`config.mk`:
```
export PLATFORM = sky130hd
export DESIGN_NAME = infix_to_postfix_converter_flat
export DESIGN_NICKNAME = d
export VERILOG_FILES = /design/src/rtl/i2p_pkg.sv /design/src/rtl/i2p_if.sv /design/src/rtl/i2p_ram.sv /design/src/rtl/i2p_dp.sv /design/src/rtl/i2p_ctrl.sv /design/src/rtl/infix_to_postfix_converter.sv /design/src/flat_wrapper.sv
export SDC_FILE = /design/constraint.sdc
export NUM_CORES = 1
export LEC_CHECK = 0
export BUFFER_PORTS_ARGS = -buffer_cell sky130_fd_sc_hd__buf_2
export CAP_MARGIN = 10
export CORE_MARGIN = 2
export CORE_UTILIZATION = 35
export DETAILED_ROUTE_END_ITERATION = 10
export GPL_ROUTABILITY_DRIVEN = 0
export MAX_ROUTING_LAYER = met4
export PLACE_DENSITY = 0.62
export SKIP_CTS_REPAIR_TIMING = 1
export SYNTH_ARGS = -nofsm -noshare
export SYNTH_HDL_FRONTEND = slang
export SYNTH_HIERARCHICAL = 1
export SYNTH_SLANG_ARGS = --single-unit
export TNS_END_PERCENT = 5
```
`constraint.sdc`:
```
create_clock -name clock -period 6.1 [get_ports clock]
set_input_delay 0.61 -clock clock [delete_from_list [all_inputs] [get_ports clock]]
set_output_delay 0.61 -clock clock [all_outputs]
set_load 0.02 [all_outputs]
```
`src/rtl/i2p_pkg.sv`:
```
package i2p_pkg;

   localparam logic [7:0] CHAR_CARET  = 8'h5E;
   localparam logic [7:0] CHAR_STAR   = 8'h2A;
   localparam logic [7:0] CHAR_SLASH  = 8'h2F;
   localparam logic [7:0] CHAR_PLUS   = 8'h2B;
   localparam logic [7:0] CHAR_MINUS  = 8'h2D;
   localparam logic [7:0] CHAR_LPAREN = 8'h28;
   localparam logic [7:0] CHAR_RPAREN = 8'h29;
   localparam logic [7:0] CHAR_SPACE  = 8'h20;
   localparam logic [7:0] CHAR_TAB    = 8'h09;

   localparam logic [1:0] ERR_NONE      = 2'd0;
   localparam logic [1:0] ERR_OVERFLOW  = 2'd1;
   localparam logic [1:0] ERR_UNMATCHED = 2'd2;

   // Commands from the controller to the datapath.
   typedef struct packed {
      logic load;
      logic push;
      logic pop;
      logic emit;
      logic emit_top;
      logic unmatched;
      logic release_pend;
      logic finish;
   } cmd_type;

   // Status from the datapath to the controller.
   typedef struct packed {
      logic count_zero;
      logic err_any;
      logic last;
      logic is_space;
      logic is_lparen;
      logic is_rparen;
      logic is_op;
      logic top_is_lparen;
      logic top_prec_ge;
      logic emit_ok;
      logic out_free;
   } stat_type;

   function automatic logic [1:0] prec_of(input logic [7:0] c);
      logic [1:0] p;
      case (c)
         CHAR_CARET: p = 2'd3;
         CHAR_STAR, CHAR_SLASH: p = 2'd2;
         CHAR_PLUS, CHAR_MINUS: p = 2'd1;
         default: p = 2'd0;
      endcase
      return p;
   endfunction

   function automatic logic is_operator(input logic [7:0] c);
      return (c == CHAR_CARET) || (c == CHAR_STAR) || (c == CHAR_SLASH) ||
             (c == CHAR_PLUS) || (c == CHAR_MINUS);
   endfunction

endpackage

```
`src/rtl/i2p_if.sv`:
```
interface i2p_req_if;
   logic       valid;
   logic       ready;
   logic [7:0] in_char;
   logic       in_last;

   modport source (output valid, output in_char, output in_last, input ready);
   modport sink   (input valid, input in_char, input in_last, output ready);
endinterface

interface i2p_rsp_if;
   logic       valid;
   logic       ready;
   logic [7:0] out_char;
   logic       out_has_char;
   logic       out_last;
   logic [1:0] out_error;

   modport source (output valid, output out_char, output out_has_char,
                   output out_last, output out_error, input ready);
   modport sink   (input valid, input out_char, input out_has_char,
                   input out_last, input out_error, output ready);
endinterface

```
`src/rtl/i2p_ram.sv`:
```
module i2p_ram #(
   parameter int WIDTH = 8,
   parameter int DEPTH = 32
) (
   input  logic                     clock,
   input  logic                     wr_en,
   input  logic [$clog2(DEPTH)-1:0] wr_addr,
   input  logic [WIDTH-1:0]         wr_data,
   input  logic [$clog2(DEPTH)-1:0] rd_addr,
   output logic [WIDTH-1:0]         rd_data
);

   logic [WIDTH-1:0] mem [DEPTH];
   logic [WIDTH-1:0] rd_data_ff;

   always_ff @(posedge clock) begin
      if (wr_en) begin
         mem[wr_addr] <= wr_data;
      end
      rd_data_ff <= mem[rd_addr];
   end

   assign rd_data = rd_data_ff;

endmodule

```
`src/rtl/i2p_dp.sv`:
```
module i2p_dp #(
   parameter int STACK_DEPTH = 32
) (
   input  logic              clock,
   input  logic              reset,
   input  i2p_pkg::cmd_type  cmd,
   output i2p_pkg::stat_type stat,
   input  logic [7:0]        req_char,
   input  logic              req_last,
   output logic              rsp_valid,
   input  logic              rsp_ready,
   output logic [7:0]        rsp_char,
   output logic              rsp_has_char,
   output logic              rsp_last,
   output logic [1:0]        rsp_error
);
   import i2p_pkg::*;

   localparam int CW = $clog2(STACK_DEPTH + 1);
   localparam int AW = $clog2(STACK_DEPTH);

   logic [7:0]    char_ff, char_in;
   logic          last_ff, last_in;
   logic [CW-1:0] count_ff, count_in;
   logic [CW-1:0] count_dec;
   logic [1:0]    err_ff, err_in;
   logic          pend_v_ff, pend_v_in;
   logic [7:0]    pend_char_ff, pend_char_in;
   logic [1:0]    pend_err_ff, pend_err_in;
   logic          out_v_ff, out_v_in;
   logic [7:0]    out_char_ff, out_char_in;
   logic          out_has_ff, out_has_in;
   logic          out_last_ff, out_last_in;
   logic [1:0]    out_err_ff, out_err_in;

   logic          full;
   logic          out_free;
   logic [7:0]    emit_char;
   logic          wr_en;
   logic [7:0]    top_data;

   assign count_dec = count_ff - CW'(1);
   assign full      = (count_ff >= CW'(STACK_DEPTH));
   assign out_free  = !out_v_ff || rsp_ready;
   assign emit_char = cmd.emit_top ? top_data : char_ff;
   assign wr_en     = cmd.push && !full;

   // The stack top is read continuously; its data follows a count change in the next cycle.
   i2p_ram #(.WIDTH(8), .DEPTH(STACK_DEPTH)) u_stack (
      .clock   (clock),
      .wr_en   (wr_en),
      .wr_addr (count_ff[AW-1:0]),
      .wr_data (char_ff),
      .rd_addr (count_dec[AW-1:0]),
      .rd_data (top_data)
   );

   always_comb begin
      char_in      = char_ff;
      last_in      = last_ff;
      count_in     = count_ff;
      err_in       = err_ff;
      pend_v_in    = pend_v_ff;
      pend_char_in = pend_char_ff;
      pend_err_in  = pend_err_ff;
      out_v_in     = out_v_ff;
      out_char_in  = out_char_ff;
      out_has_in   = out_has_ff;
      out_last_in  = out_last_ff;
      out_err_in   = out_err_ff;

      if (rsp_ready) begin
         out_v_in = 1'b0;
      end

      if (cmd.load) begin
         char_in = req_char;
         last_in = req_last;
      end

      if (cmd.pop) begin
         count_in = count_dec;
      end

      if (cmd.push) begin
         if (full) begin
            if (err_ff == ERR_NONE) begin
               err_in = ERR_OVERFLOW;
            end
            count_in = '0;
         end else begin
            count_in = count_ff + CW'(1);
         end
      end

      if (cmd.unmatched) begin
         if (err_ff == ERR_NONE) begin
            err_in = ERR_UNMATCHED;
         end
         count_in = '0;
      end

      // A new result waits in the pending slot until it is known not to be the last one.
      if (cmd.emit) begin
         if (pend_v_ff) begin
            out_v_in    = 1'b1;
            out_char_in = pend_char_ff;
            out_has_in  = 1'b1;
            out_last_in = 1'b0;
            out_err_in  = pend_err_ff;
         end
         pend_v_in    = 1'b1;
         pend_char_in = emit_char;
         pend_err_in  = err_ff;
      end

      if (cmd.release_pend && pend_v_ff) begin
         out_v_in    = 1'b1;
         out_char_in = pend_char_ff;
         out_has_in  = 1'b1;
         out_last_in = 1'b0;
         out_err_in  = pend_err_ff;
         pend_v_in   = 1'b0;
      end

      if (cmd.finish) begin
         out_v_in    = 1'b1;
         out_char_in = pend_v_ff ? pend_char_ff : 8'd0;
         out_has_in  = pend_v_ff;
         out_last_in = 1'b1;
         out_err_in  = err_ff;
         pend_v_in   = 1'b0;
         count_in    = '0;
         err_in      = ERR_NONE;
      end
   end

   always_ff @(posedge clock) begin
      if (reset) begin
         count_ff  <= '0;
         err_ff    <= ERR_NONE;
         pend_v_ff <= 1'b0;
         out_v_ff  <= 1'b0;
      end else begin
         count_ff  <= count_in;
         err_ff    <= err_in;
         pend_v_ff <= pend_v_in;
         out_v_ff  <= out_v_in;
      end
   end

   always_ff @(posedge clock) begin
      char_ff      <= char_in;
      last_ff      <= last_in;
      pend_char_ff <= pend_char_in;
      pend_err_ff  <= pend_err_in;
      out_char_ff  <= out_char_in;
      out_has_ff   <= out_has_in;
      out_last_ff  <= out_last_in;
      out_err_ff   <= out_err_in;
   end

   always_comb begin
      stat.count_zero    = (count_ff == '0);
      stat.err_any       = (err_ff != ERR_NONE);
      stat.last          = last_ff;
      stat.is_space      = (char_ff == CHAR_SPACE) || (char_ff == CHAR_TAB);
      stat.is_lparen     = (char_ff == CHAR_LPAREN);
      stat.is_rparen     = (char_ff == CHAR_RPAREN);
      stat.is_op         = is_operator(char_ff);
      stat.top_is_lparen = (top_data == CHAR_LPAREN);
      stat.top_prec_ge   = (prec_of(top_data) >= prec_of(char_ff));
      stat.emit_ok       = !pend_v_ff || out_free;
      stat.out_free      = out_free;
   end

   assign rsp_valid    = out_v_ff;
   assign rsp_char     = out_char_ff;
   assign rsp_has_char = out_has_ff;
   assign rsp_last     = out_last_ff;
   assign rsp_error    = out_err_ff;

   a_count_bound: assert property (@(posedge clock) disable iff (reset)
      count_ff <= CW'(STACK_DEPTH))
      else $error("stack count beyond depth");

   a_emit_slot: assert property (@(posedge clock) disable iff (reset)
      (cmd.emit && pend_v_ff) |-> out_free)
      else $error("pending result pushed into a busy output register");

   a_finish_clears: assert property (@(posedge clock) disable iff (reset)
      cmd.finish |=> (count_ff == '0) && (err_ff == ERR_NONE) && !pend_v_ff)
      else $error("expression end left state behind");

   a_bare_is_last: assert property (@(posedge clock) disable iff (reset)
      (out_v_ff && !out_has_ff) |-> out_last_ff)
      else $error("bare marker without last flag");

endmodule

```
`src/rtl/i2p_ctrl.sv`:
```
module i2p_ctrl (
   input  logic              clock,
   input  logic              reset,
   input  logic              req_valid,
   output logic              req_ready,
   input  i2p_pkg::stat_type stat,
   output i2p_pkg::cmd_type  cmd
);
   import i2p_pkg::*;

   typedef enum logic [3:0] {
      S_IDLE,
      S_DISPATCH,
      S_CLOSE,
      S_CLOSE_RD,
      S_OP,
      S_OP_RD,
      S_EMIT_CHAR,
      S_PUSH,
      S_END,
      S_FLUSH,
      S_FLUSH_RD,
      S_FINAL
   } state_type;

   state_type state_ff, state_in;

   assign req_ready = (state_ff == S_IDLE);

   always_comb begin
      state_in = state_ff;
      cmd      = '0;
      case (state_ff)
         S_IDLE: begin
            if (req_valid) begin
               cmd.load = 1'b1;
               state_in = S_DISPATCH;
            end
         end
         S_DISPATCH: begin
            if (stat.err_any || stat.is_space) begin
               state_in = S_END;
            end else if (stat.is_lparen) begin
               state_in = S_PUSH;
            end else if (stat.is_rparen) begin
               state_in = S_CLOSE;
            end else if (stat.is_op) begin
               state_in = S_OP;
            end else begin
               state_in = S_EMIT_CHAR;
            end
         end
         S_CLOSE: begin
            if (stat.count_zero) begin
               cmd.unmatched = 1'b1;
               state_in      = S_END;
            end else begin
               state_in = S_CLOSE_RD;
            end
         end
         S_CLOSE_RD: begin
            if (stat.top_is_lparen) begin
               cmd.pop  = 1'b1;
               state_in = S_END;
            end else if (stat.emit_ok) begin
               cmd.pop      = 1'b1;
               cmd.emit     = 1'b1;
               cmd.emit_top = 1'b1;
               state_in     = S_CLOSE;
            end
         end
         S_OP: begin
            state_in = stat.count_zero ? S_PUSH : S_OP_RD;
         end
         S_OP_RD: begin
            if (!stat.top_prec_ge) begin
               state_in = S_PUSH;
            end else if (stat.emit_ok) begin
               cmd.pop      = 1'b1;
               cmd.emit     = 1'b1;
               cmd.emit_top = 1'b1;
               state_in     = S_OP;
            end
         end
         S_EMIT_CHAR: begin
            if (stat.emit_ok) begin
               cmd.emit = 1'b1;
               state_in = S_END;
            end
         end
         S_PUSH: begin
            cmd.push = 1'b1;
            state_in = S_END;
         end
         S_END: begin
            if (stat.last) begin
               state_in = (stat.err_any || stat.count_zero) ? S_FINAL : S_FLUSH;
            end else if (stat.emit_ok) begin
               cmd.release_pend = 1'b1;
               state_in         = S_IDLE;
            end
         end
         S_FLUSH: begin
            state_in = stat.count_zero ? S_FINAL : S_FLUSH_RD;
         end
         S_FLUSH_RD: begin
            if (stat.emit_ok) begin
               cmd.pop      = 1'b1;
               cmd.emit     = 1'b1;
               cmd.emit_top = 1'b1;
               state_in     = S_FLUSH;
            end
         end
         S_FINAL: begin
            if (stat.out_free) begin
               cmd.finish = 1'b1;
               state_in   = S_IDLE;
            end
         end
         default: begin
            state_in = S_IDLE;
         end
      endcase
   end

   always_ff @(posedge clock) begin
      if (reset) begin
         state_ff <= S_IDLE;
      end else begin
         state_ff <= state_in;
      end
   end

endmodule

```
`src/rtl/infix_to_postfix_converter.sv`:
```
// Channel   Dir  Beat payload                                    Accepted when
// req_bus   in   in_char[7:0], in_last                           valid && ready
// rsp_bus   out  out_char[7:0], out_has_char, out_last,          valid && ready
//                out_error[1:0]
//
// Sequencing: every operator popped off the stack, and every entry flushed at the end,
// is read through the stack's registered read port. A final character also issues the
// marked last beat, and with a non-empty stack it first sees the stack drained.
// Reset: synchronous and active high; it empties the stack and clears the error.
// Stalls: a beat waits in the output register while req_bus is taken; the sequencer
// only holds when a second result needs that register.
module infix_to_postfix_converter #(
   parameter int STACK_DEPTH = 32
) (
   input logic       clock,
   input logic       reset,
   i2p_req_if.sink   req_bus,
   i2p_rsp_if.source rsp_bus
);
   import i2p_pkg::*;

   cmd_type  cmd;
   stat_type stat;
   logic     req_ready;

   // The controller sequences each character; the datapath owns the stack,
   // the error state and the two result registers.
   i2p_ctrl u_ctrl (
      .clock     (clock),
      .reset     (reset),
      .req_valid (req_bus.valid),
      .req_ready (req_ready),
      .stat      (stat),
      .cmd       (cmd)
   );

   // Results are held one step back in a pending slot, so that the last one of an
   // expression can still be flagged last and carry the final error code.
   i2p_dp #(.STACK_DEPTH(STACK_DEPTH)) u_dp (
      .clock        (clock),
      .reset        (reset),
      .cmd          (cmd),
      .stat         (stat),
      .req_char     (req_bus.in_char),
      .req_last     (req_bus.in_last),
      .rsp_valid    (rsp_bus.valid),
      .rsp_ready    (rsp_bus.ready),
      .rsp_char     (rsp_bus.out_char),
      .rsp_has_char (rsp_bus.out_has_char),
      .rsp_last     (rsp_bus.out_last),
      .rsp_error    (rsp_bus.out_error)
   );

   assign req_bus.ready = req_ready;

endmodule

```
`src/flat_wrapper.sv`:
```
// flat-port wrapper written by rule: the top's interface ports become plain ports
module infix_to_postfix_converter_flat import i2p_pkg::*;
#(
   parameter int STACK_DEPTH = 32
)
  (clock, reset, req_bus_valid, req_bus_in_char, req_bus_in_last, req_bus_ready, rsp_bus_valid, rsp_bus_out_char, rsp_bus_out_has_char, rsp_bus_out_last, rsp_bus_out_error, rsp_bus_ready);
  i2p_req_if req_bus_i ();
  i2p_rsp_if rsp_bus_i ();
  input logic clock;
  input logic reset;
  input wire logic [$bits(req_bus_i.valid)-1:0] req_bus_valid;
  input wire logic [$bits(req_bus_i.in_char)-1:0] req_bus_in_char;
  input wire logic [$bits(req_bus_i.in_last)-1:0] req_bus_in_last;
  output wire logic [$bits(req_bus_i.ready)-1:0] req_bus_ready;
  output wire logic [$bits(rsp_bus_i.valid)-1:0] rsp_bus_valid;
  output wire logic [$bits(rsp_bus_i.out_char)-1:0] rsp_bus_out_char;
  output wire logic [$bits(rsp_bus_i.out_has_char)-1:0] rsp_bus_out_has_char;
  output wire logic [$bits(rsp_bus_i.out_last)-1:0] rsp_bus_out_last;
  output wire logic [$bits(rsp_bus_i.out_error)-1:0] rsp_bus_out_error;
  input wire logic [$bits(rsp_bus_i.ready)-1:0] rsp_bus_ready;
  assign req_bus_i.valid = req_bus_valid;
  assign req_bus_i.in_char = req_bus_in_char;
  assign req_bus_i.in_last = req_bus_in_last;
  assign req_bus_ready = req_bus_i.ready;
  assign rsp_bus_valid = rsp_bus_i.valid;
  assign rsp_bus_out_char = rsp_bus_i.out_char;
  assign rsp_bus_out_has_char = rsp_bus_i.out_has_char;
  assign rsp_bus_out_last = rsp_bus_i.out_last;
  assign rsp_bus_out_error = rsp_bus_i.out_error;
  assign rsp_bus_i.ready = rsp_bus_ready;
  infix_to_postfix_converter #(.STACK_DEPTH(STACK_DEPTH)) u_core (.clock(clock), .reset(reset), .req_bus(req_bus_i), .rsp_bus(rsp_bus_i));
endmodule
```
==> run_summary.xml, run 1 <==
<?xml version="1.0" encoding="UTF-8"?>
<metrics>
  <group name="floorplan">
    <metric name="start_util" unit="">0.3537</metric>
    <metric name="die_area" unit="um^2">38370</metric>
    <metric name="die_height" unit="um">195.9</metric>
    <metric name="num_io_pins" unit="">27</metric>
    <metric name="die-width" unit="um">195.9</metric>
    <metric name="placement_rows" unit="">70</metric>
    <metric name="core_region_area" unit="um^2">36430</metric>
  </group>
  <group name="critical_path">
    <metric name="timing.critical_path.required" unit="ns">6.30</metric>
    <metric name="worstReg2RegEnd" unit="">u_core/u_dp/rsp_char[5]$_DFFE_PP_</metric>
    <metric name="critical_path.startpoint" unit="">u_core/u_dp/char_ff[7]$_DFFE_PP_</metric>
    <metric name="cells_traversed_along_the_worst_timing_path" unit="">or4_1 &gt; a21boi_1 &gt; ha_1 &gt; a21o_1 &gt; and3b_2 &gt; o21ai_0 &gt; a21oi_1 &gt; a31oi_1 &gt; nor2_1 &gt; o21ai_0 &gt; nand2_1</metric>
    <metric name="slowest_stage" unit="">edfxtp_1</metric>
    <metric name="max_stage_delay" unit="ns">0.81</metric>
    <metric name="worstRegToRegCells" unit="">11</metric>
    <metric name="cp_launch_type" unit="">flop</metric>
    <metric name="critPathKind" unit="">reg2reg</metric>
    <metric name="rr_startpoint" unit="">u_core/u_dp/char_ff[7]$_DFFE_PP_</metric>
    <metric name="timing.critical_path.mode_cell" unit="">o21ai_0</metric>
    <metric name="worst-path-max-fanout" unit="">36</metric>
    <metric name="worst-r2r-setup-slack" unit="ns">1.69</metric>
    <metric name="worstPathArrival" unit="ns">4.61</metric>
    <metric name="end_kind" unit="">flop</metric>
  </group>
  <group name="logic_synthesis">
    <metric name="synth.distinct_cells" unit="">73</metric>
    <metric name="yosys_most_used_dff" unit="">edfxtp_1</metric>
    <metric name="synth_enable_flop_cells" unit="">286</metric>
    <metric name="synth_seq_cells" unit="">309</metric>
    <metric name="asyncSetResetFlopFracSynth" unit="">0</metric>
    <metric name="seq_area_frac_synth" unit="">0.7021</metric>
    <metric name="synthesis.area" unit="um^2">12890</metric>
    <metric name="syn_avg_cell_area" unit="um^2">18.44</metric>
    <metric name="synth-warning-count" unit="">6</metric>
    <metric name="netlist_instances" unit="">699</metric>
    <metric name="syn-num-nets" unit="">717</metric>
  </group>
  <group name="global_route">
    <metric name="maximum_number_of_pins_on_one_net_before_global_route_repair" unit="">65</metric>
    <metric name="antenna_found_initial" unit="">0</metric>
    <metric name="first_global_vias" unit="">6460</metric>
    <metric name="grt_usage" unit="">0.1375</metric>
    <metric name="overflow_left_after_global_routing" unit="">0</metric>
    <metric name="grt_first_pass_wirelength" unit="um">39350</metric>
  </group>
  <group name="placement">
    <metric name="hpwl" unit="um">15600</metric>
    <metric name="placedCellCount" unit="">1164</metric>
    <metric name="place.port_buffers" unit="">26</metric>
  </group>
  <group name="routing">
    <metric name="route.antenna.remaining_nets" unit="">0</metric>
    <metric name="route.detailed.vias_per_inst" unit="">5.261</metric>
    <metric name="drtPass1Iterations" unit="">4</metric>
    <metric name="post_route_drc" unit="">0</metric>
    <metric name="route.vias.total" unit="">6408</metric>
    <metric name="post_route_wl" unit="um">25310</metric>
    <metric name="detailedRoute.firstIterationViolations" unit="">450</metric>
    <metric name="routedWlPerCell" unit="um">20.78</metric>
  </group>
  <group name="clock_network">
    <metric name="cts_max_level" unit="">1</metric>
    <metric name="cts_inserted_buffers" unit="">31</metric>
    <metric name="clock_path_buffers" unit="">3</metric>
    <metric name="worst_skew_pair.late_latency" unit="ns">0.56</metric>
    <metric name="ctsRootBufferMaster" unit="">clkbuf_16</metric>
    <metric name="clk_pin_slew_worst_paths" unit="ns">0.06</metric>
    <metric name="tritoncts_clock_tree" unit="">done</metric>
    <metric name="cts_sinks" unit="">309</metric>
  </group>
  <group name="hold_path">
    <metric name="worst_hold_path.endpoint" unit="">u_core/u_dp/char_ff[0]$_DFFE_PP_</metric>
    <metric name="worstHoldStart" unit="">req_bus_in_char[0]</metric>
    <metric name="hp-class" unit="">in2reg</metric>
    <metric name="whs_path_depth" unit="">1</metric>
  </group>
  <group name="final_layout">
    <metric name="mostFrequentLayoutCell" unit="">edfxtp_1</metric>
    <metric name="area_overhead_vs_synth" unit="%">12.12</metric>
    <metric name="final-instance-count-excl-fill" unit="">1218</metric>
    <metric name="design.final.nets" unit="">747</metric>
    <metric name="fill_cells" unit="">3248</metric>
    <metric name="commonest_cells_after_routing_fill_and_taps_aside" unit="">edfxtp_1, mux4_2, nor2_1, clkbuf_16, buf_2</metric>
    <metric name="insertedDiodeCount" unit="">0</metric>
    <metric name="drive_above_1_share" unit="">0.2773</metric>
  </group>
  <group name="timing">
    <metric name="timing_hold_violations_final" unit="">0</metric>
    <metric name="worstMarginPinSlew" unit="ns">1.234</metric>
    <metric name="rsz_0062_raised_after_global_routing" unit="">no</metric>
    <metric name="summed_negative_setup_slack_over_all_endpoints" unit="ns">0</metric>
    <metric name="finalMaxSlewViolations" unit="">0</metric>
    <metric name="fin_crit" unit="ns">4.407</metric>
    <metric name="finalClockSkew" unit="ns">0.02321</metric>
    <metric name="fmax" unit="MHz">226.9</metric>
    <metric name="maxSlewHeadroom" unit="">0.1775</metric>
    <metric name="setup_violations" unit="">0</metric>
    <metric name="period_share" unit="">0.7225</metric>
  </group>
  <group name="outcome">
    <metric name="outcome" unit="">finished clean</metric>
  </group>
  <group name="power">
    <metric name="cell_pwr_density" unit="nW/um^2">447.3</metric>
    <metric name="vdd_ir_drop_max" unit="uV">254.3</metric>
    <metric name="total_power" unit="W">0.006464</metric>
    <metric name="power.leakage" unit="nW">4.591</metric>
  </group>
  <group name="job">
    <metric name="drv_cap" unit="">0</metric>
  </group>
</metrics>
[cells by family after synthesis]
kind of cell / count (synthesis) / share of synthesized area
xor gates and xnor gates: 10 / 0.006797
DFF: 309 / 0.7021
adders and majority gates: 5 / 0.004854
and+or+nand+nor: 168 / 0.07330
AOI/OAI and AO/OA: 55 / 0.03107
muxes: 103 / 0.1597
buffers and inverters: 49 / 0.02214
[area by class of cell]
type / count / area (um^2) / area share
Clock inverter: 12 / 120.1 / 0.008313
Inverter: 9 / 41.29 / 0.002858
Sequential cell: 309 / 9049 / 0.6263
Tap cell: 468 / 585.6 / 0.04053
Timing Repair Buffer: 37 / 212.7 / 0.01472
Multi-Input combinational cell: 341 / 3572 / 0.2472
Clock buffer: 42 / 868.3 / 0.06010
[cells in the mapped netlist (4+ instances only)]
cell type	count	area [um^2]
a21oi_1	12	60.06
a31oi_1	6	37.54
and2_1	8	50.05
and3_1	5	31.28
buf_1	5	18.77
buf_2	6	30.03
buf_4	9	67.56
buf_6	6	67.56
clkbuf_1	13	48.80
dfxtp_1	23	460.4
edfxtp_1	286	8588
ha_1	5	62.56
inv_1	8	30.03
mux2_2	21	236.5
mux4_2	80	1802
nand2_1	21	78.83
nand3_1	12	60.06
nand3b_1	7	52.55
nand4_1	4	25.02
nand4b_1	4	35.03
nor2_1	52	195.2
nor2b_1	4	25.02
nor3_1	15	75.07
o21ai_0	10	50.05
or3_1	4	25.02
xor2_1	7	61.31
[routing by layer]
| layer | vias up | GRT usage | wire, um |
|---|---|---|---|
| met3 | 34 | 0.01857 | 1011 |
| met2 | 157 | 0.2193 | 12260 |
| li1 | 2881 | - | - |
| met1 | 3336 | 0.1878 | 11600 |
| met4 | 0 | 0.03507 | 435 |
| met5 | - | - | 0 |
[per-stage QoR]
stage                     hold WS, ns    util  setup slack, ns  instance area [um^2]
final                          0.2276  0.3966            1.693                 14450
after global placement         0.4445  0.3694            1.826                 13460
after detailed placement       0.4453  0.3694            1.664                 13460
after floorplan                0.4606       -            2.175                 12890
after global routing           0.2016  0.3966            1.239                 14450
after CTS                      0.2010  0.3966            1.642                 14450
[critical path, delay by kind of cell (launching register included)]
kind / cells / cell delay, ns
flops: 1 / 0.81
compound gates: 6 / 0.93
simple gates: 4 / 2.02
fa+ha+maj: 1 / 0.29
[report_power, final]
part	internal, W	total, W	switching [W]
combinational	0.000907	0.00191	0.000998
clock	0.00108	0.00183	0.000755
sequential	0.00255	0.00273	0.000178
total	0.00453	0.00646	0.00193
[registers in the layout, summed over array words and instances (netlist names), 4 cells and up]
signal	cells
u_core/u_dp/count_ff	6
u_core/u_dp/u_stack/mem	256
u_core/u_dp/rsp_char	8
u_core/u_dp/pend_char_ff	8
u_core/u_ctrl/state_ff	4
u_core/u_dp/char_ff	8
u_core/u_dp/u_stack/rd_data	8
[worst max-delay path by stage]
stage | endpoint | slack, ns | cells after the start
2_1_floorplan | u_core/u_dp/rsp_char[0]$_DFFE_PP_ | 2.18 | 13
3_3_place_gp | u_core/u_dp/rsp_char[5]$_DFFE_PP_ | 1.83 | 11
3_5_place_dp | u_core/u_dp/rsp_char[4]$_DFFE_PP_ | 1.66 | 13
4_1_cts | u_core/u_dp/rsp_char[5]$_DFFE_PP_ | 1.64 | 13
5_1_grt | u_core/u_dp/rsp_char[3]$_DFFE_PP_ | 1.24 | 13
6_report | u_core/u_dp/rsp_char[5]$_DFFE_PP_ | 1.69 | 11
No activity file was read; power rests on OpenSTA's default activity.
==> inputs of run 2 (changes only) <==
- ABC_AREA: default -> 1
- clock period: 6.1 -> 4.6 ns (I/O delays scaled with it)
==> run 2 against run 1 <==
Die area up 4.4%. Clock skew up 0.0079 ns. Non-clock buffer count rose by 8. Synthesized cell count increased by 84%. Largest power group unchanged. Highest routed layer unchanged.
==> run_summary.xml, run 2 <==
<?xml version="1.0" encoding="UTF-8"?>
<metrics>
  <group name="outcome">
    <metric name="outcome" unit="">finished clean</metric>
  </group>
  <group name="global_route">
    <metric name="antenna_found_initial" unit="">2</metric>
    <metric name="first_global_vias" unit="">8759</metric>
    <metric name="maximum_number_of_pins_on_one_net_before_global_route_repair" unit="">101</metric>
    <metric name="grt_usage" unit="">0.1620</metric>
    <metric name="grt_first_pass_wirelength" unit="um">50250</metric>
    <metric name="overflow_left_after_global_routing" unit="">0</metric>
  </group>
  <group name="final_layout">
    <metric name="commonest_cells_after_routing_fill_and_taps_aside" unit="">nand2_1, edfxtp_1, nand3_1, nor2_1, inv_1</metric>
    <metric name="largest_register_ffs" unit="">256</metric>
    <metric name="area_overhead_vs_synth" unit="%">11.38</metric>
    <metric name="multiInputGateArea" unit="um^2">3690</metric>
    <metric name="insertedDiodeCount" unit="">0</metric>
    <metric name="seq_area" unit="um^2">9049</metric>
    <metric name="layout.core_utilization" unit="">0.3974</metric>
    <metric name="fill_cells" unit="">3600</metric>
    <metric name="design.final.nets" unit="">1323</metric>
    <metric name="mostFrequentLayoutCell" unit="">nand2_1</metric>
    <metric name="final-instance-count-excl-fill" unit="">1841</metric>
    <metric name="registers.top_by_ff_count" unit="">u_core/u_dp/u_stack/mem</metric>
    <metric name="drive_above_1_share" unit="">0.09925</metric>
  </group>
  <group name="logic_synthesis">
    <metric name="combinational_family_with_the_most_area_after_synthesis" unit="">simple AND/OR/NAND/NOR gates</metric>
    <metric name="syn-num-nets" unit="">1302</metric>
    <metric name="seq_area_frac_synth" unit="">0.6716</metric>
    <metric name="synth-warning-count" unit="">6</metric>
    <metric name="yosysTopAreaCell" unit="">edfxtp_1</metric>
    <metric name="syn_avg_cell_area" unit="um^2">10.49</metric>
    <metric name="synth_mux_area_frac" unit="">0</metric>
    <metric name="netlist_instances" unit="">1284</metric>
    <metric name="synth.most_common_cell" unit="">nand2_1</metric>
    <metric name="synthesized_area_fraction_occupied_by_adder_cells" unit="">0.004643</metric>
    <metric name="post_synth_xor_area_fraction" unit="">0.0006501</metric>
    <metric name="synth_seq_cells" unit="">309</metric>
    <metric name="synth_top_cell_area_share" unit="">0.6374</metric>
    <metric name="synthesis.area" unit="um^2">13470</metric>
    <metric name="asyncSetResetFlopFracSynth" unit="">0</metric>
    <metric name="yosys_most_used_dff" unit="">edfxtp_1</metric>
    <metric name="largest_cells_by_area_after_synthesis" unit="">edfxtp_1, nand2_1, nand3_1, dfxtp_1, nor2_1</metric>
    <metric name="synth_enable_flop_cells" unit="">286</metric>
    <metric name="synth_common_cells" unit="">nand2_1, edfxtp_1, nand3_1</metric>
    <metric name="synth-compound-area-share" unit="">0.01839</metric>
    <metric name="synth.distinct_cells" unit="">32</metric>
    <metric name="synth_simple_gate_area_frac" unit="">0.2496</metric>
  </group>
  <group name="timing">
    <metric name="summed_negative_setup_slack_over_all_endpoints" unit="ns">0</metric>
    <metric name="period_share" unit="">0.7669</metric>
    <metric name="finalClockSkew" unit="ns">0.03112</metric>
    <metric name="worst_slack" unit="ns">1.072</metric>
    <metric name="rsz_0062_raised_after_global_routing" unit="">no</metric>
    <metric name="fmax" unit="MHz">283.5</metric>
    <metric name="fin_crit" unit="ns">3.528</metric>
    <metric name="worstMarginPinSlew" unit="ns">1.163</metric>
    <metric name="maxSlewHeadroom" unit="">0.2248</metric>
    <metric name="timing_hold_violations_final" unit="">0</metric>
    <metric name="setup_violations" unit="">0</metric>
    <metric name="finalMaxSlewViolations" unit="">0</metric>
  </group>
  <group name="clock_network">
    <metric name="cts_inserted_buffers" unit="">31</metric>
    <metric name="worst_skew_pair.late_latency" unit="ns">0.59</metric>
    <metric name="clock_path_buffers" unit="">3</metric>
    <metric name="cts_max_level" unit="">1</metric>
    <metric name="ctsRootBufferMaster" unit="">clkbuf_16</metric>
    <metric name="cts_sinks" unit="">309</metric>
    <metric name="clk_pin_slew_worst_paths" unit="ns">0.07</metric>
    <metric name="tritoncts_clock_tree" unit="">done</metric>
  </group>
  <group name="critical_path">
    <metric name="critPathKind" unit="">reg2reg</metric>
    <metric name="cp_launch_type" unit="">flop</metric>
    <metric name="timing.critical_path.mode_cell" unit="">nand2_1</metric>
    <metric name="max_stage_delay" unit="ns">0.85</metric>
    <metric name="timing.critical_path.required" unit="ns">4.82</metric>
    <metric name="worstPathBufferInverterCount" unit="">4</metric>
    <metric name="worst-path-max-fanout" unit="">19</metric>
    <metric name="cells_traversed_along_the_worst_timing_path" unit="">inv_1 &gt; nand4_1 &gt; inv_1 &gt; o21ai_1 &gt; nand2_1 &gt; ha_1 &gt; o21ai_0 &gt; nand2_1 &gt; nand2_1 &gt; nand2_1 &gt; inv_1 &gt; a31oi_1 &gt; buf_4 &gt; o21ai_0 &gt; nand2_1</metric>
    <metric name="end_kind" unit="">flop</metric>
    <metric name="critical_path.top_delay_family" unit="">flip-flops</metric>
    <metric name="slowest_stage" unit="">edfxtp_1</metric>
    <metric name="worstPathArrival" unit="ns">3.75</metric>
  </group>
  <group name="floorplan">
    <metric name="die_height" unit="um">200.2</metric>
    <metric name="die_area" unit="um^2">40080</metric>
    <metric name="num_io_pins" unit="">27</metric>
    <metric name="placement_rows" unit="">71</metric>
    <metric name="core_region_area" unit="um^2">37760</metric>
    <metric name="start_util" unit="">0.3569</metric>
    <metric name="die-width" unit="um">200.2</metric>
  </group>
  <group name="placement">
    <metric name="placedCellCount" unit="">1783</metric>
    <metric name="hpwl" unit="um">19400</metric>
    <metric name="dp_worst_setup_slack" unit="ns">1.087</metric>
    <metric name="place.port_buffers" unit="">26</metric>
  </group>
  <group name="routing">
    <metric name="route.vias.total" unit="">9067</metric>
    <metric name="post_route_drc" unit="">0</metric>
    <metric name="drtPass1Iterations" unit="">6</metric>
    <metric name="route.detailed.vias_per_inst" unit="">4.925</metric>
    <metric name="post_route_wl" unit="um">31670</metric>
    <metric name="detailedRoute.firstIterationViolations" unit="">834</metric>
    <metric name="route.antenna.remaining_nets" unit="">0</metric>
    <metric name="routedWlPerCell" unit="um">17.20</metric>
  </group>
  <group name="power">
    <metric name="power.leakage" unit="nW">5.650</metric>
    <metric name="vdd_ir_drop_max" unit="uV">384.6</metric>
    <metric name="cell_pwr_density" unit="nW/um^2">622.1</metric>
  </group>
  <group name="job">
    <metric name="drv_cap" unit="">0</metric>
  </group>
  <group name="hold_path">
    <metric name="hp-class" unit="">in2reg</metric>
  </group>
</metrics>
run 2: cell types whose count changed in the layout (fill, tap and decap cells not counted), sizes merged, moves of 7 or more:
cell and delta:
nor2 +34, o21ai +10, nand3b -7, mux4 -80, inv +68, nand3 +222, mux2 -21, nand2 +423
nor3 -8, buf +8
run 2: cells by family after synthesis:
kind of cell / after synthesis
DFF: 309
and+or+nand+nor: 787
buffers and inverters: 136
AOI/OAI and AO/OA: 46
adders and majority gates: 5
xor gates and xnor gates: 1
run 2: where the power goes:
part           leakage (nW)  total (W)  switching, W  internal, W
registers              2.76    0.00363      0.000217      0.00341
clock network         0.517    0.00258       0.00108      0.00149
logic                  2.37    0.00313       0.00226     0.000871
total                  5.65    0.00934       0.00356      0.00578
run 2: layout make-up:
type                            instances  share of cell area
Tap cell                              511             0.04261
Clock inverter                         20             0.01351
Multi-Input combinational cell        839              0.2459
Sequential cell                       309              0.6030
Clock buffer                           38             0.05687
Inverter                               79             0.01993
Timing Repair Buffer                   45             0.01818
run 2: worst paths after layout:
path / slack, ns / start / cells past startpoint / endpoint
min reg2reg: 0.45 / u_core/u_dp/rsp_last$_SDFFE_PP1P_ / 2 / u_core/u_dp/rsp_last$_SDFFE_PP1P_
max: 1.07 / u_core/u_dp/char_ff[6]$_DFFE_PP_ / 15 / u_core/u_dp/rsp_has_char$_SDFFCE_PN1P_
min: 0.06 / req_bus_in_char[2] / 1 / u_core/u_dp/char_ff[2]$_DFFE_PP_
max reg2reg: 1.07 / u_core/u_dp/char_ff[6]$_DFFE_PP_ / 15 / u_core/u_dp/rsp_has_char$_SDFFCE_PN1P_
run 2: layer usage:
layer / GRT usage / vias to the layer above / part of all wire
li1: - / 4403 / -
met1: 0.2242 / 4315 / 0.46
met2: 0.2494 / 290 / 0.46
met3: 0.02441 / 59 / 0.063
met4: 0.04291 / 0 / 0.023
met5: - / - / 0
run 2: stage by stage:
| stage | hold slack (ns) | power [W] | area [um^2] |
|---|---|---|---|
| after floorplan | 0.4220 | 0.005851 | 13470 |
| after global placement | 0.4444 | 0.006770 | 13950 |
| after detailed placement | 0.4378 | 0.006801 | 13950 |
| after CTS | 0.04872 | 0.009373 | 15010 |
| after global routing | 0.03691 | 0.009897 | 15010 |
| final | 0.05576 | 0.009336 | 15010 |
==> inputs of run 3 (changes only) <==
- clock period: 4.6 -> 3.6 ns (I/O delays scaled with it)
==> run 3 against run 2 <==
Utilization increased by 0.68 points. Critical path depth unchanged. Sequential power increased by 27%. First-iteration DRC count decreased by 9.1%. Count of clock-buffer cells in the layout increased by 5. Hold slack got worse by 0.035 ns. Non-clock buffer count increased by 34. Sequential share of layout area decreased by 1.0 points. Die area unchanged. Flip-flop and latch count unchanged.
==> run_summary.xml, run 3 (same netlist as run 2, synthesis figures left out) <==
<?xml version="1.0" encoding="UTF-8"?>
<metrics>
  <group name="outcome">
    <metric name="outcome" unit="">finished clean</metric>
  </group>
  <group name="hold_path">
    <metric name="hp-class" unit="">in2reg</metric>
    <metric name="worst_hold_path.endpoint" unit="">u_core/u_dp/last_ff$_DFFE_PP_</metric>
    <metric name="whs_path_depth" unit="">1</metric>
    <metric name="worstHoldStart" unit="">req_bus_in_last</metric>
  </group>
  <group name="critical_path">
    <metric name="cells_traversed_along_the_worst_timing_path" unit="">inv_2 &gt; nor2_1 &gt; nand3_1 &gt; nand2_1 &gt; nand2_1 &gt; and2_1 &gt; ha_1 &gt; o21ai_0 &gt; nand2_1 &gt; nand2_1 &gt; nand2_1 &gt; inv_1 &gt; a31oi_1 &gt; o21ai_0 &gt; nand2_1</metric>
    <metric name="critPathKind" unit="">reg2reg</metric>
    <metric name="max_stage_delay" unit="ns">0.58</metric>
    <metric name="end_kind" unit="">flop</metric>
    <metric name="worst-r2r-setup-slack" unit="ns">0.64</metric>
    <metric name="worstRegToRegCells" unit="">15</metric>
    <metric name="rr_startpoint" unit="">u_core/u_dp/char_ff[1]$_DFFE_PP_</metric>
    <metric name="worstReg2RegEnd" unit="">u_core/u_dp/rsp_char[1]$_DFFE_PP_</metric>
    <metric name="slowest_stage" unit="">edfxtp_1</metric>
    <metric name="cp_launch_type" unit="">flop</metric>
    <metric name="worstPathArrival" unit="ns">3.13</metric>
    <metric name="timing.critical_path.required" unit="ns">3.77</metric>
    <metric name="critical_path.startpoint" unit="">u_core/u_dp/char_ff[1]$_DFFE_PP_</metric>
    <metric name="timing.critical_path.mode_cell" unit="">nand2_1</metric>
    <metric name="worst-path-max-fanout" unit="">12</metric>
  </group>
  <group name="placement">
    <metric name="place.port_buffers" unit="">26</metric>
    <metric name="placedCellCount" unit="">1817</metric>
    <metric name="hpwl" unit="um">19790</metric>
  </group>
  <group name="routing">
    <metric name="route.antenna.remaining_nets" unit="">0</metric>
    <metric name="post_route_wl" unit="um">32440</metric>
    <metric name="route.detailed.vias_per_inst" unit="">4.916</metric>
    <metric name="post_route_drc" unit="">0</metric>
    <metric name="detailedRoute.firstIterationViolations" unit="">758</metric>
    <metric name="routedWlPerCell" unit="um">17.28</metric>
    <metric name="route.vias.total" unit="">9227</metric>
    <metric name="drtPass1Iterations" unit="">7</metric>
  </group>
  <group name="job">
    <metric name="drv_cap" unit="">0</metric>
  </group>
  <group name="timing">
    <metric name="period_share" unit="">0.8233</metric>
    <metric name="finalMaxSlewViolations" unit="">0</metric>
    <metric name="fmax" unit="MHz">337.4</metric>
    <metric name="summed_negative_setup_slack_over_all_endpoints" unit="ns">0</metric>
    <metric name="rsz_0062_raised_after_global_routing" unit="">no</metric>
    <metric name="maxSlewHeadroom" unit="">0.4447</metric>
    <metric name="setup_violations" unit="">0</metric>
    <metric name="finalClockSkew" unit="ns">0.01539</metric>
    <metric name="worstMarginPinSlew" unit="ns">0.8329</metric>
    <metric name="worst_hold_slack" unit="ns">0.02115</metric>
    <metric name="fin_crit" unit="ns">2.964</metric>
    <metric name="timing_hold_violations_final" unit="">0</metric>
  </group>
  <group name="floorplan">
    <metric name="die_height" unit="um">200.2</metric>
    <metric name="core_region_area" unit="um^2">37760</metric>
    <metric name="die_area" unit="um^2">40080</metric>
    <metric name="start_util" unit="">0.3569</metric>
    <metric name="placement_rows" unit="">71</metric>
    <metric name="num_io_pins" unit="">27</metric>
    <metric name="die-width" unit="um">200.2</metric>
  </group>
  <group name="global_route">
    <metric name="antenna_found_initial" unit="">2</metric>
    <metric name="grt_usage" unit="">0.1642</metric>
    <metric name="maximum_number_of_pins_on_one_net_before_global_route_repair" unit="">76</metric>
    <metric name="first_global_vias" unit="">8621</metric>
    <metric name="grt_first_pass_wirelength" unit="um">49970</metric>
    <metric name="overflow_left_after_global_routing" unit="">0</metric>
  </group>
  <group name="power">
    <metric name="vdd_ir_drop_max" unit="uV">450.6</metric>
    <metric name="cell_pwr_density" unit="nW/um^2">778.5</metric>
    <metric name="power.leakage" unit="nW">5.811</metric>
  </group>
  <group name="final_layout">
    <metric name="fill_cells" unit="">3603</metric>
    <metric name="multiInputGateArea" unit="um^2">3690</metric>
    <metric name="design.final.nets" unit="">1360</metric>
    <metric name="largest_register_ffs" unit="">256</metric>
    <metric name="layout.core_utilization" unit="">0.4042</metric>
    <metric name="final-instance-count-excl-fill" unit="">1877</metric>
    <metric name="seq_area" unit="um^2">9049</metric>
    <metric name="commonest_cells_after_routing_fill_and_taps_aside" unit="">nand2_1, edfxtp_1, nand3_1, nor2_1, inv_1</metric>
    <metric name="area_overhead_vs_synth" unit="%">13.28</metric>
    <metric name="mostFrequentLayoutCell" unit="">nand2_1</metric>
    <metric name="insertedDiodeCount" unit="">0</metric>
    <metric name="drive_above_1_share" unit="">0.1142</metric>
    <metric name="registers.top_by_ff_count" unit="">u_core/u_dp/u_stack/mem</metric>
  </group>
  <group name="clock_network">
    <metric name="clk_pin_slew_worst_paths" unit="ns">0.06</metric>
    <metric name="cts_sinks" unit="">309</metric>
    <metric name="cts_inserted_buffers" unit="">34</metric>
    <metric name="cts_max_level" unit="">2</metric>
    <metric name="worst_skew_pair.late_latency" unit="ns">0.52</metric>
    <metric name="ctsRootBufferMaster" unit="">clkbuf_16</metric>
    <metric name="tritoncts_clock_tree" unit="">done</metric>
    <metric name="clock_path_buffers" unit="">3</metric>
  </group>
</metrics>
[run 3: changes by cell type in the layout (fill, tap and decap cells not counted), sizes merged]
cell / change
clkinv: -1
clkinvlp: -2
bufinv: -2
inv: +2
clkbuf: +5
buf: +34
[run 3: how the worst max path moves through the flow]
stage                                   endpoint  slack, ns
4_1_cts        u_core/u_dp/rsp_char[5]$_DFFE_PP_       0.63
3_5_place_dp   u_core/u_dp/rsp_char[6]$_DFFE_PP_       0.64
6_report       u_core/u_dp/rsp_char[1]$_DFFE_PP_       0.64
5_1_grt        u_core/u_dp/rsp_char[1]$_DFFE_PP_       0.30
2_1_floorplan  u_core/u_dp/rsp_char[0]$_DFFE_PP_       0.18
3_3_place_gp   u_core/u_dp/rsp_char[3]$_DFFE_PP_       0.72
[run 3: worst max-delay path: cells and delay by family (launching register included)]
| family | cells | cell delay, ns |
|---|---|---|
| AND/OR/NAND/NOR | 9 | 1.07 |
| flip-flops | 1 | 0.58 |
| AO/OA/AOI/OAI | 3 | 0.52 |
| adder cells (fa/ha/maj) | 1 | 0.26 |
| buffers and inverters | 2 | 0.19 |
[run 3: per-stage QoR]
stage / power (W) / setup WS [ns] / area [um^2]
after floorplan: 0.007476 / 0.1804 / 13470
after global placement: 0.008669 / 0.7166 / 14240
after detailed placement: 0.008700 / 0.6400 / 14240
after CTS: 0.01191 / 0.6252 / 15260
after global routing: 0.01253 / 0.3047 / 15260
final: 0.01188 / 0.6361 / 15260
[run 3: per-layer routing]
metal  routed length (um)  share of wire  GRT usage  vias up
met2                15140           0.47     0.2567      327
met5                    0              0          -        -
li1                     -              -          -     4489
met1                14450           0.45     0.2223     4369
met3                 2292          0.071    0.02782       42
met4                  556          0.017    0.04264        0
[run 3: layout make-up]
class | count | area share
sequential | 309 | 0.5929
multi-input combinational | 839 | 0.2418
clock buffer | 43 | 0.05796
tap | 511 | 0.04189
timing repair buffer | 79 | 0.03706
inverter | 79 | 0.01959
clock inverter | 17 | 0.008854
[run 3: power breakdown]
group	internal (W)	switching, W	total [W]
Sequential	0.00436	0.000242	0.00460
Combinational	0.00115	0.00291	0.00406
Clock	0.00183	0.00139	0.00322
Total	0.00734	0.00454	0.0119
